**config.mk**
```make
export PLATFORM = sky130hd
export DESIGN_NAME = hsv_to_rgb565
export DESIGN_NICKNAME = d
export VERILOG_FILES = /design/src/hdl/h2r_pkg.sv /design/src/hdl/hsv_to_rgb565.sv
export SDC_FILE = /design/constraint.sdc
export NUM_CORES = 2
export LEC_CHECK = 0
export ABC_AREA = 1
export ABC_CLOCK_PERIOD_IN_PS = 10600
export BUFFER_PORTS_ARGS = -buffer_cell sky130_fd_sc_hd__buf_2
export CAP_MARGIN = 20
export CORE_UTILIZATION = 60
export CTS_BUF_LIST = sky130_fd_sc_hd__clkbuf_4 sky130_fd_sc_hd__clkbuf_8 sky130_fd_sc_hd__clkbuf_16
export DETAILED_ROUTE_END_ITERATION = 8
export PLACE_DENSITY_LB_ADDON = 0.12
export SLEW_MARGIN = 20
export SYNTH_ARGS = -nofsm -noshare
export SYNTH_HDL_FRONTEND = slang
export SYNTH_SLANG_ARGS = --single-unit
```
**constraint.sdc**
```tcl
create_clock -name i_clk -period 10.6 [get_ports i_clk]
set_input_delay 0.53 -clock i_clk [delete_from_list [all_inputs] [get_ports i_clk]]
set_output_delay 0.53 -clock i_clk [all_outputs]
set_load 0.02 [all_outputs]
```
**src/hdl/h2r_pkg.sv**
```systemverilog
`timescale 1ns / 1ps

package h2r_pkg;

    localparam logic [8:0] HUE_MAX    = 9'd359;
    localparam logic [6:0] PCT_MAX    = 7'd100;
    localparam logic [8:0] SECTOR_DEG = 9'd60;
    localparam logic [4:0] FIVE_MAX   = 5'd31;
    localparam logic [5:0] SIX_MAX    = 6'd63;
    localparam int         NUM_STAGES = 8;

    // Reciprocal constants: x / 100 == (x * 10486) >> 20 for x below 43690,
    // x / 3 == (x * 683) >> 11 for x below 2048.
    localparam logic [13:0] RECIP_100 = 14'd10486;
    localparam logic [9:0]  RECIP_3   = 10'd683;

    typedef enum logic [2:0] {
        SEC_0 = 3'd0,
        SEC_1 = 3'd1,
        SEC_2 = 3'd2,
        SEC_3 = 3'd3,
        SEC_4 = 3'd4,
        SEC_5 = 3'd5
    } t_sector;

    function automatic logic [6:0] div100(input logic [13:0] x);
        logic [27:0] prod;
        prod = x * RECIP_100;
        return prod[26:20];
    endfunction

    function automatic logic [6:0] div3(input logic [8:0] x);
        logic [18:0] prod;
        prod = x * RECIP_3;
        return prod[17:11];
    endfunction

    function automatic logic [8:0] sector_base(input t_sector sec);
        logic [8:0] base;
        case (sec)
            SEC_0:   base = 9'd0;
            SEC_1:   base = SECTOR_DEG;
            SEC_2:   base = 9'(SECTOR_DEG * 2);
            SEC_3:   base = 9'(SECTOR_DEG * 3);
            SEC_4:   base = 9'(SECTOR_DEG * 4);
            default: base = 9'(SECTOR_DEG * 5);
        endcase
        return base;
    endfunction

endpackage

```
**src/hdl/hsv_to_rgb565.sv**
```systemverilog
`timescale 1ns / 1ps

// Converts hue (degrees), saturation and value (percent) into a packed RGB565
// pixel; inputs above range saturate to 359 or 100. The block is an eight-stage
// pipeline that takes one beat per clock unless a stalled output backs up to
// its input, and returns results in order; the depth is set by the chain of
// constant divisions by 100, each a reciprocal multiply in a stage of its own.
// A stalled output holds its beat, and empty stages still fill behind it.
module hsv_to_rgb565 (
    input  logic        i_clk,
    input  logic        i_rst_n,
    input  logic        i_valid,
    output logic        o_stall,
    input  logic [8:0]  i_hue,
    input  logic [6:0]  i_saturation,
    input  logic [6:0]  i_brightness,
    output logic        o_valid,
    input  logic        i_stall,
    output logic [15:0] o_pixel_rgb565
);
    import h2r_pkg::*;

    logic [NUM_STAGES-1:0] r_vld;
    logic [NUM_STAGES-1:0] w_adv;

    // Stage 1: clamp and sector split.
    t_sector     r1_sec;
    logic [5:0]  r1_rem;
    logic [6:0]  r1_sat, r1_val;
    // Stage 2: sector position and floor product.
    t_sector     r2_sec;
    logic [6:0]  r2_frac, r2_sat, r2_val;
    logic [13:0] r2_pfloor;
    // Stage 3: saturation products and floor level.
    t_sector     r3_sec;
    logic [6:0]  r3_val, r3_floor;
    logic [13:0] r3_sf, r3_sr;
    // Stage 4: falling and rising factors.
    t_sector     r4_sec;
    logic [6:0]  r4_val, r4_floor, r4_ft, r4_rt;
    // Stage 5: level products.
    t_sector     r5_sec;
    logic [6:0]  r5_val, r5_floor;
    logic [13:0] r5_pfall, r5_prise;
    // Stage 6: channel levels.
    logic [6:0]  r6_r, r6_g, r6_b;
    // Stage 7: scaled channel products.
    logic [13:0] r7_r, r7_g, r7_b;
    // Stage 8: packed pixel.
    logic [15:0] r8_pix;

    logic [8:0]  w_hue;
    logic [6:0]  w_sat, w_val;
    t_sector     w_sec;
    logic [8:0]  w_rem;
    logic [6:0]  w_fall, w_rise;
    logic [6:0]  w_rc, w_gc, w_bc;
    logic [6:0]  w_ro, w_go, w_bo;

    always_comb begin
        w_adv[NUM_STAGES-1] = !r_vld[NUM_STAGES-1] || !i_stall;
        for (int k = NUM_STAGES - 2; k >= 0; k--) begin
            w_adv[k] = !r_vld[k] || w_adv[k+1];
        end
    end

    assign o_stall        = !w_adv[0];
    assign o_valid        = r_vld[NUM_STAGES-1];
    assign o_pixel_rgb565 = r8_pix;

    always_ff @(posedge i_clk) begin
        if (!i_rst_n) begin
            r_vld <= '0;
        end else begin
            if (w_adv[0]) begin
                r_vld[0] <= i_valid;
            end
            for (int k = 1; k < NUM_STAGES; k++) begin
                if (w_adv[k]) begin
                    r_vld[k] <= r_vld[k-1];
                end
            end
        end
    end

    always_comb begin
        w_hue = (i_hue > HUE_MAX) ? HUE_MAX : i_hue;
        w_sat = (i_saturation > PCT_MAX) ? PCT_MAX : i_saturation;
        w_val = (i_brightness > PCT_MAX) ? PCT_MAX : i_brightness;
        if (w_hue >= 9'(SECTOR_DEG * 5)) begin
            w_sec = SEC_5;
        end else if (w_hue >= 9'(SECTOR_DEG * 4)) begin
            w_sec = SEC_4;
        end else if (w_hue >= 9'(SECTOR_DEG * 3)) begin
            w_sec = SEC_3;
        end else if (w_hue >= 9'(SECTOR_DEG * 2)) begin
            w_sec = SEC_2;
        end else if (w_hue >= SECTOR_DEG) begin
            w_sec = SEC_1;
        end else begin
            w_sec = SEC_0;
        end
        w_rem = w_hue - sector_base(w_sec);
    end

    always_ff @(posedge i_clk) begin
        if (w_adv[0]) begin
            r1_sec <= w_sec;
            r1_rem <= w_rem[5:0];
            r1_sat <= w_sat;
            r1_val <= w_val;
        end
    end

    always_ff @(posedge i_clk) begin
        if (w_adv[1]) begin
            r2_sec    <= r1_sec;
            r2_frac   <= div3(9'(r1_rem * 3'd5));
            r2_sat    <= r1_sat;
            r2_val    <= r1_val;
            r2_pfloor <= r1_val * (PCT_MAX - r1_sat);
        end
    end

    always_ff @(posedge i_clk) begin
        if (w_adv[2]) begin
            r3_sec   <= r2_sec;
            r3_val   <= r2_val;
            r3_floor <= div100(r2_pfloor);
            r3_sf    <= r2_sat * r2_frac;
            r3_sr    <= r2_sat * (PCT_MAX - r2_frac);
        end
    end

    always_ff @(posedge i_clk) begin
        if (w_adv[3]) begin
            r4_sec   <= r3_sec;
            r4_val   <= r3_val;
            r4_floor <= r3_floor;
            r4_ft    <= PCT_MAX - div100(r3_sf);
            r4_rt    <= PCT_MAX - div100(r3_sr);
        end
    end

    always_ff @(posedge i_clk) begin
        if (w_adv[4]) begin
            r5_sec   <= r4_sec;
            r5_val   <= r4_val;
            r5_floor <= r4_floor;
            r5_pfall <= r4_val * r4_ft;
            r5_prise <= r4_val * r4_rt;
        end
    end

    always_comb begin
        w_fall = div100(r5_pfall);
        w_rise = div100(r5_prise);
        case (r5_sec)
            SEC_0: begin
                w_rc = r5_val;   w_gc = w_rise;   w_bc = r5_floor;
            end
            SEC_1: begin
                w_rc = w_fall;   w_gc = r5_val;   w_bc = r5_floor;
            end
            SEC_2: begin
                w_rc = r5_floor; w_gc = r5_val;   w_bc = w_rise;
            end
            SEC_3: begin
                w_rc = r5_floor; w_gc = w_fall;   w_bc = r5_val;
            end
            SEC_4: begin
                w_rc = w_rise;   w_gc = r5_floor; w_bc = r5_val;
            end
            default: begin
                w_rc = r5_val;   w_gc = r5_floor; w_bc = w_fall;
            end
        endcase
    end

    always_ff @(posedge i_clk) begin
        if (w_adv[5]) begin
            r6_r <= w_rc;
            r6_g <= w_gc;
            r6_b <= w_bc;
        end
    end

    always_ff @(posedge i_clk) begin
        if (w_adv[6]) begin
            r7_r <= 14'(r6_r * FIVE_MAX);
            r7_g <= 14'(r6_g * SIX_MAX);
            r7_b <= 14'(r6_b * FIVE_MAX);
        end
    end

    always_comb begin
        w_ro = div100(r7_r);
        w_go = div100(r7_g);
        w_bo = div100(r7_b);
    end

    always_ff @(posedge i_clk) begin
        if (w_adv[7]) begin
            r8_pix <= {w_ro[4:0], w_go[5:0], w_bo[4:0]};
        end
    end

endmodule

```
; Word level (Yosys, flattened, before mapping)
; Index checks and enable logic that the tools add are counted.
[word_totals]
ff_bits = 264
latchBits = 0
mem_bits_rw = 0
mem_bits_ro = 0
inputBits = 27
out_inout_bits = 18
word_cells = 112
mem_count = 0
[op_classes]
add_sub_neg = 5
mul = 18
n_div = 0
order_cmp = 8
n_eq_ne = 8
n_shift = 0
n_mux = 10
bitwise_logic = 0
n_reduce_logical = 24
[op_table]
columns = cell, count
row1 = 14-bit by 13-bit multiplier with 26-bit output (second input constant), 5
row2 = 7-bit one-hot mux with 3 select lines, 3
row3 = 12-bit by 13-bit multiplier with 24-bit output (second input constant), 2
row4 = 7-bit by 7-bit multiplier with 14-bit output, 3
row5 = 6-bit one-hot mux with 5 select lines, 1
row6 = 8-bit by 8-bit multiplier with 14-bit output, 2
row7 = 13-bit by 13-bit multiplier with 25-bit output (second input constant), 1
row8 = 7-bit by 5-bit multiplier with 12-bit output (second input constant), 2
row9 = 9-bit by 8-bit greater-or-equal comparator with 1-bit output (second input constant), 2
row10 = 9-bit by 10-bit multiplier with 18-bit output (second input constant), 1
row11 = 7-bit by 7-bit subtractor with 8-bit output (first input constant), 2
row12 = 7-bit greater-than comparator (second input constant), 2
row13 = 7-bit subtractor (first input constant), 2
row14 = 7-bit by 6-bit multiplier with 13-bit output (second input constant), 1
row15 = 3-bit by 2-bit equality test with 1-bit output (second input constant), 4
row16 = 1-bit logical NOT, 10
row17 = 9-bit by 6-bit greater-or-equal comparator with 1-bit output (second input constant), 1
row18 = 9-bit by 7-bit greater-or-equal comparator with 1-bit output (second input constant), 1
row19 = 9-bit greater-or-equal comparator (second input constant), 1
row20 = 9-bit greater-than comparator (second input constant), 1
row21 = 6-bit by 3-bit multiplier with 9-bit output (second input constant), 1
row22 = 9-bit two-way mux, 1
row23 = 1-bit logical OR, 8
row24 = 2-bit OR reduction, 4
row25 = other kinds (7), 12

; Longest topological paths before layout
[logic_depth]
depth_word = 11
mapped_depth = 27

; Least setup slack after synthesis
; No wires, ideal clock.
[synth_timing]
path_type = register -> register
start = register r2_frac[0]
end = register r3_sr[12] (data pin)
setup_time_ns = 0.258
arrival_ns = 5.013
required_ns = 10.342
path_slack_ns = 5.330
stages_incl_launch_ff = 26
n_path_buf = 1
period_less_slack_ns = 5.270
path_cell_list = edfxtp_1 -> buf_2 -> inv_1 -> ha_1 -> or2_1 -> nand2_1 -> or2_1 -> nand2_1 -> xor2_1 -> inv_1 -> nand2_1 -> fa_1 -> fa_1 -> inv_1 -> fa_1 -> inv_1 -> fa_1 -> inv_1 -> ha_1 -> a21oi_1 -> o21ai_0 -> a21o_1 -> a21oi_1 -> o21ai_0 -> a21oi_1 -> xnor2_1
[synth_between]
elab_chain_cells = 2
[synth_lines]
columns = item, line
row1 = from (decl), hsv_to_rgb565.sv:32  ; logic [6:0] r2_frac, r2_sat, r2_val;
row2 = from (signal assigned), hsv_to_rgb565.sv:118  ; r2_frac <= div3(9'(r1_rem * 3'd5));
row3 = 7-bit by 7-bit subtractor with 8-bit output, hsv_to_rgb565.sv:131  ; r3_sr <= r2_sat * (PCT_MAX - r2_frac);
row4 = 8-bit by 8-bit multiplier with 14-bit output, hsv_to_rgb565.sv:131
row5 = to (signal assigned), hsv_to_rgb565.sv:131
row6 = to (decl), hsv_to_rgb565.sv:37  ; logic [13:0] r3_sf, r3_sr;
; Every way passes these cells.
; A chain may end at the register's enable or synchronous reset.

; Worst setup path after layout
[layout_timing]
start = register r2_frac[1]
end = register r3_sr[12] (data pin)
; Same word-level chain as after synthesis.

==> results.toml <==
[drt]
viasPerCell = 5.20
via_count = 32400
drt_pass1_iterations = 6
drt_iter0_drc = 1376
drt-wirelength-per-cell_um = 15.0
drc = 0
final_antenna_net_count = 0
route.final.wire_length_um = 93600

[final_layout]
diodes = 0
filler_cell_count = 6606
nNetsFinal = 6838
final_layout_size_suffix_gt1_share_pct = 3.44
finish.cell_count_without_fillers = 6230
layout.cells.most_common = "sky130_fd_sc_hd__inv_1"
layout-area-overhead-vs-synth_pct = 5.51
layout_common_cells = "1,399 x sky130_fd_sc_hd__inv_1, 1,001 x sky130_fd_sc_hd__ha_1, 655 x sky130_fd_sc_hd__fa_1, 631 x sky130_fd_sc_hd__nand2_1, 255 x sky130_fd_sc_hd__edfxtp_1"

[yosys]
postSynthAreaPerCell_um2 = 9.36
synth_top_area_share_pct = 27.5
ys_top_cells_by_area = "sky130_fd_sc_hd__fa_1 27%, sky130_fd_sc_hd__ha_1 26%, sky130_fd_sc_hd__edfxtp_1 16%, sky130_fd_sc_hd__inv_1 11%, sky130_fd_sc_hd__nand2_1 5.0%"
synth_nets = 6785
asyncSetResetFlopFracSynth_pct = 0
yosys_warnings = 0
postSynth.topFlopCell = "sky130_fd_sc_hd__edfxtp_1"
synth.distinct_cells = 54
synth_enable_flop_cells = 255
synth-seq-area-share_pct = 16.4
synth.cell_area_um2 = 47800
yosys_register_bits = 263
post-synth-top-area-cell = "sky130_fd_sc_hd__fa_1"
synthesis.instances = 5102

[flow_run]
cap_violations = 0

[sta]
setup_repair_after_global_routing_missed_its_margin = "no"
timing.max_slew.rel_slack_pct = 30.3
totalNegativeSetupSlack_ns = 0
final-max-slew-violation-count = 0
setup_viol_count_final = 0
finalClockSkew_ns = 0.0232
max_slew.worst_pin.slew_ns = 1.05
timing.final.crit_period_ns = 5.73
post-route-period-util_pct = 54.1
achievable-frequency_mhz = 174
holdWs_ns = 0.165
final_hold_viol_count = 0

[placed_design]
routabilityCongestion = 0.919
placed_cells = 6169
port_buffers = 44
hpwlAfterDp_um = 81600

[clock_tree]
cts_hold_repair.buffers = 0
cts-buffers-inserted = 34
worstSkewPairLatency_ns = 0.56
cts.repair_timing.setup_buffer_count = 0
clk_transition_reported_paths_ns = 0.06
cts-htree-levels = 2
cts_tree = "built"
cell_chosen_for_the_clock_root = "sky130_fd_sc_hd__clkbuf_16"
number_of_resized_instances_in_the_post_cts_repair_step = 0
clock_tree.buffer_depth = 3
cts.sink_count = 263

[critical_path]
r2r_cells = 24
cp.buffers_inverters = 5
worst_path_most_repeated_cell = "sky130_fd_sc_hd__inv_1"
path_max_fanout = 8
endpoint_kind = "flip-flop"
critical_path_cell_count = 24
cp_slowest_stage_delay_ns = 0.54
timing.critical_path.from_type = "flip-flop"
setup.worst_path.class = "reg2reg"
worst-endpoint-arrival_ns = 6.04
kind_of_cell_adding_the_most_delay_to_the_critical_path = "adder cells"
slowest_stage = "sky130_fd_sc_hd__fa_1"
crit_chain = "inv_1 > ha_1 > or2_1 > nand2_1 > or2_1 > nand2_1 > xor2_1 > inv_1 > nand2_1 > fa_1 > fa_1 > inv_1 > fa_1 > inv_1 > fa_1 > inv_1 > ha_1 > a21oi_1 > o21ai_0 > a21o_1 > a21oi_1 > o21ai_0 > a21oi_1 > xnor2_1"
worstPathRequired_ns = 10.91

[global_routing]
groute.usage.overall_pct = 24.2
grt_max_degree = 48
number_of_global_route_vias_before_repair = 33800
gr-total-overflow = 0
grt_first_pass_wirelength_um = 161000
grt_antenna_before_repair = 0

[floorplanning]
initial_core_util_pct = 60.5
fp-row-count = 103
num_io_pins = 45
dieArea_um2 = 80700
chipWidth_um = 284
die_y_um = 284
core_region_area_um2 = 78900

[min_path]
min_delay_path_class = "in2reg"
min_delay_path_depth = 1

[run_status]
outcome = "finished clean"
worst register-to-register path, delay by kind of cell (launching register included):
kind / cells / cell delay, ns
compound gates: 6 / 0.98
xor+xnor: 2 / 0.47
fa+ha+maj: 6 / 2.59
buf+inv: 5 / 0.36
flops: 1 / 0.49
simple gates: 5 / 0.58
synthesized netlist by cell type (18+ instances only):
master and count:
sky130_fd_sc_hd__edfxtp_1 255, sky130_fd_sc_hd__a21oi_1 236, sky130_fd_sc_hd__a21o_1 24, sky130_fd_sc_hd__nor3_1 18
sky130_fd_sc_hd__nand2_1 631, sky130_fd_sc_hd__nor2_1 215, sky130_fd_sc_hd__o21ai_0 102, sky130_fd_sc_hd__inv_1 1399
sky130_fd_sc_hd__xor2_1 105, sky130_fd_sc_hd__ha_1 1001, sky130_fd_sc_hd__nand4_1 52, sky130_fd_sc_hd__xnor2_1 57
sky130_fd_sc_hd__a31oi_1 18, sky130_fd_sc_hd__nand3_1 126, sky130_fd_sc_hd__fa_1 655, sky130_fd_sc_hd__clkbuf_1 22
stage by stage:
| stage | instance area (µm²) | utilization (%) | setup WS (ns) |
|---|---|---|---|
| 4_1_cts | 50400 | 63.9 | 4.87 |
| 5_1_grt | 50400 | 63.9 | 4.54 |
| 6_report | 50400 | 63.9 | 4.87 |
| 3_3_place_gp | 49200 | 62.3 | 4.98 |
| 2_1_floorplan | 47800 | - | 5.33 |
| 3_5_place_dp | 49200 | 62.3 | 4.91 |
worst paths after layout:
| kind | end | start | slack [ns] |
|---|---|---|---|
| min reg2reg | r4_val[6] | r3_val[6] | 0.42 |
| min | r1_val[5] | i_brightness[5] | 0.16 |
| max reg2reg | r3_sr[12] | r2_frac[1] | 4.87 |
| max | r3_sr[12] | r2_frac[1] | 4.87 |
sequential cells by signal (all words and copies together), names as in the netlist, 8 cells and up:
| register | count |
|---|---|
| r7_b | 12 |
| r5_prise | 14 |
| r3_sf | 14 |
| r7_r | 12 |
| o_pixel_rgb565 | 16 |
| r3_sr | 13 |
| r5_pfall | 14 |
| r7_g | 13 |
| r2_pfloor | 14 |
| r_vld | 8 |
layer usage:
layer	GRT usage (%)	part of all wire (%)	vias to the layer above	wire length (µm)
met5	0	0	-	0
met4	4.96	2.0	0	1830
met3	2.25	2.8	106	2600
met2	42.9	50	432	46400
met1	32.4	46	15700	42700
li1	-	-	16200	-
kinds of logic (layout without fill, tap and decap cells):
kind of cell    after synthesis  after routing  share of synthesized area, %
compound gates              448            448                          5.29
buf+inv                    1440           1518                          11.4
simple gates               1132           1132                          10.3
xor+xnor                    163            163                          3.01
flops                       263            263                          16.4
fa+ha+maj                  1656           1656                          53.7
layout make-up:
cell class / count / area (µm²) / area share (%)
multi-input cells: 3399 / 34500 / 68.5
inverters: 1410 / 5290 / 10.5
repair buffers: 47 / 243 / 0.482
flip-flops and latches: 263 / 7820 / 15.5
well taps: 1050 / 1310 / 2.61
clock buffers: 39 / 888 / 1.76
clock inverters: 22 / 323 / 0.641
Power is left out: the tool's default activity adds up to more than one toggle a clock period on the data nets, which glitch-free logic cannot reach.
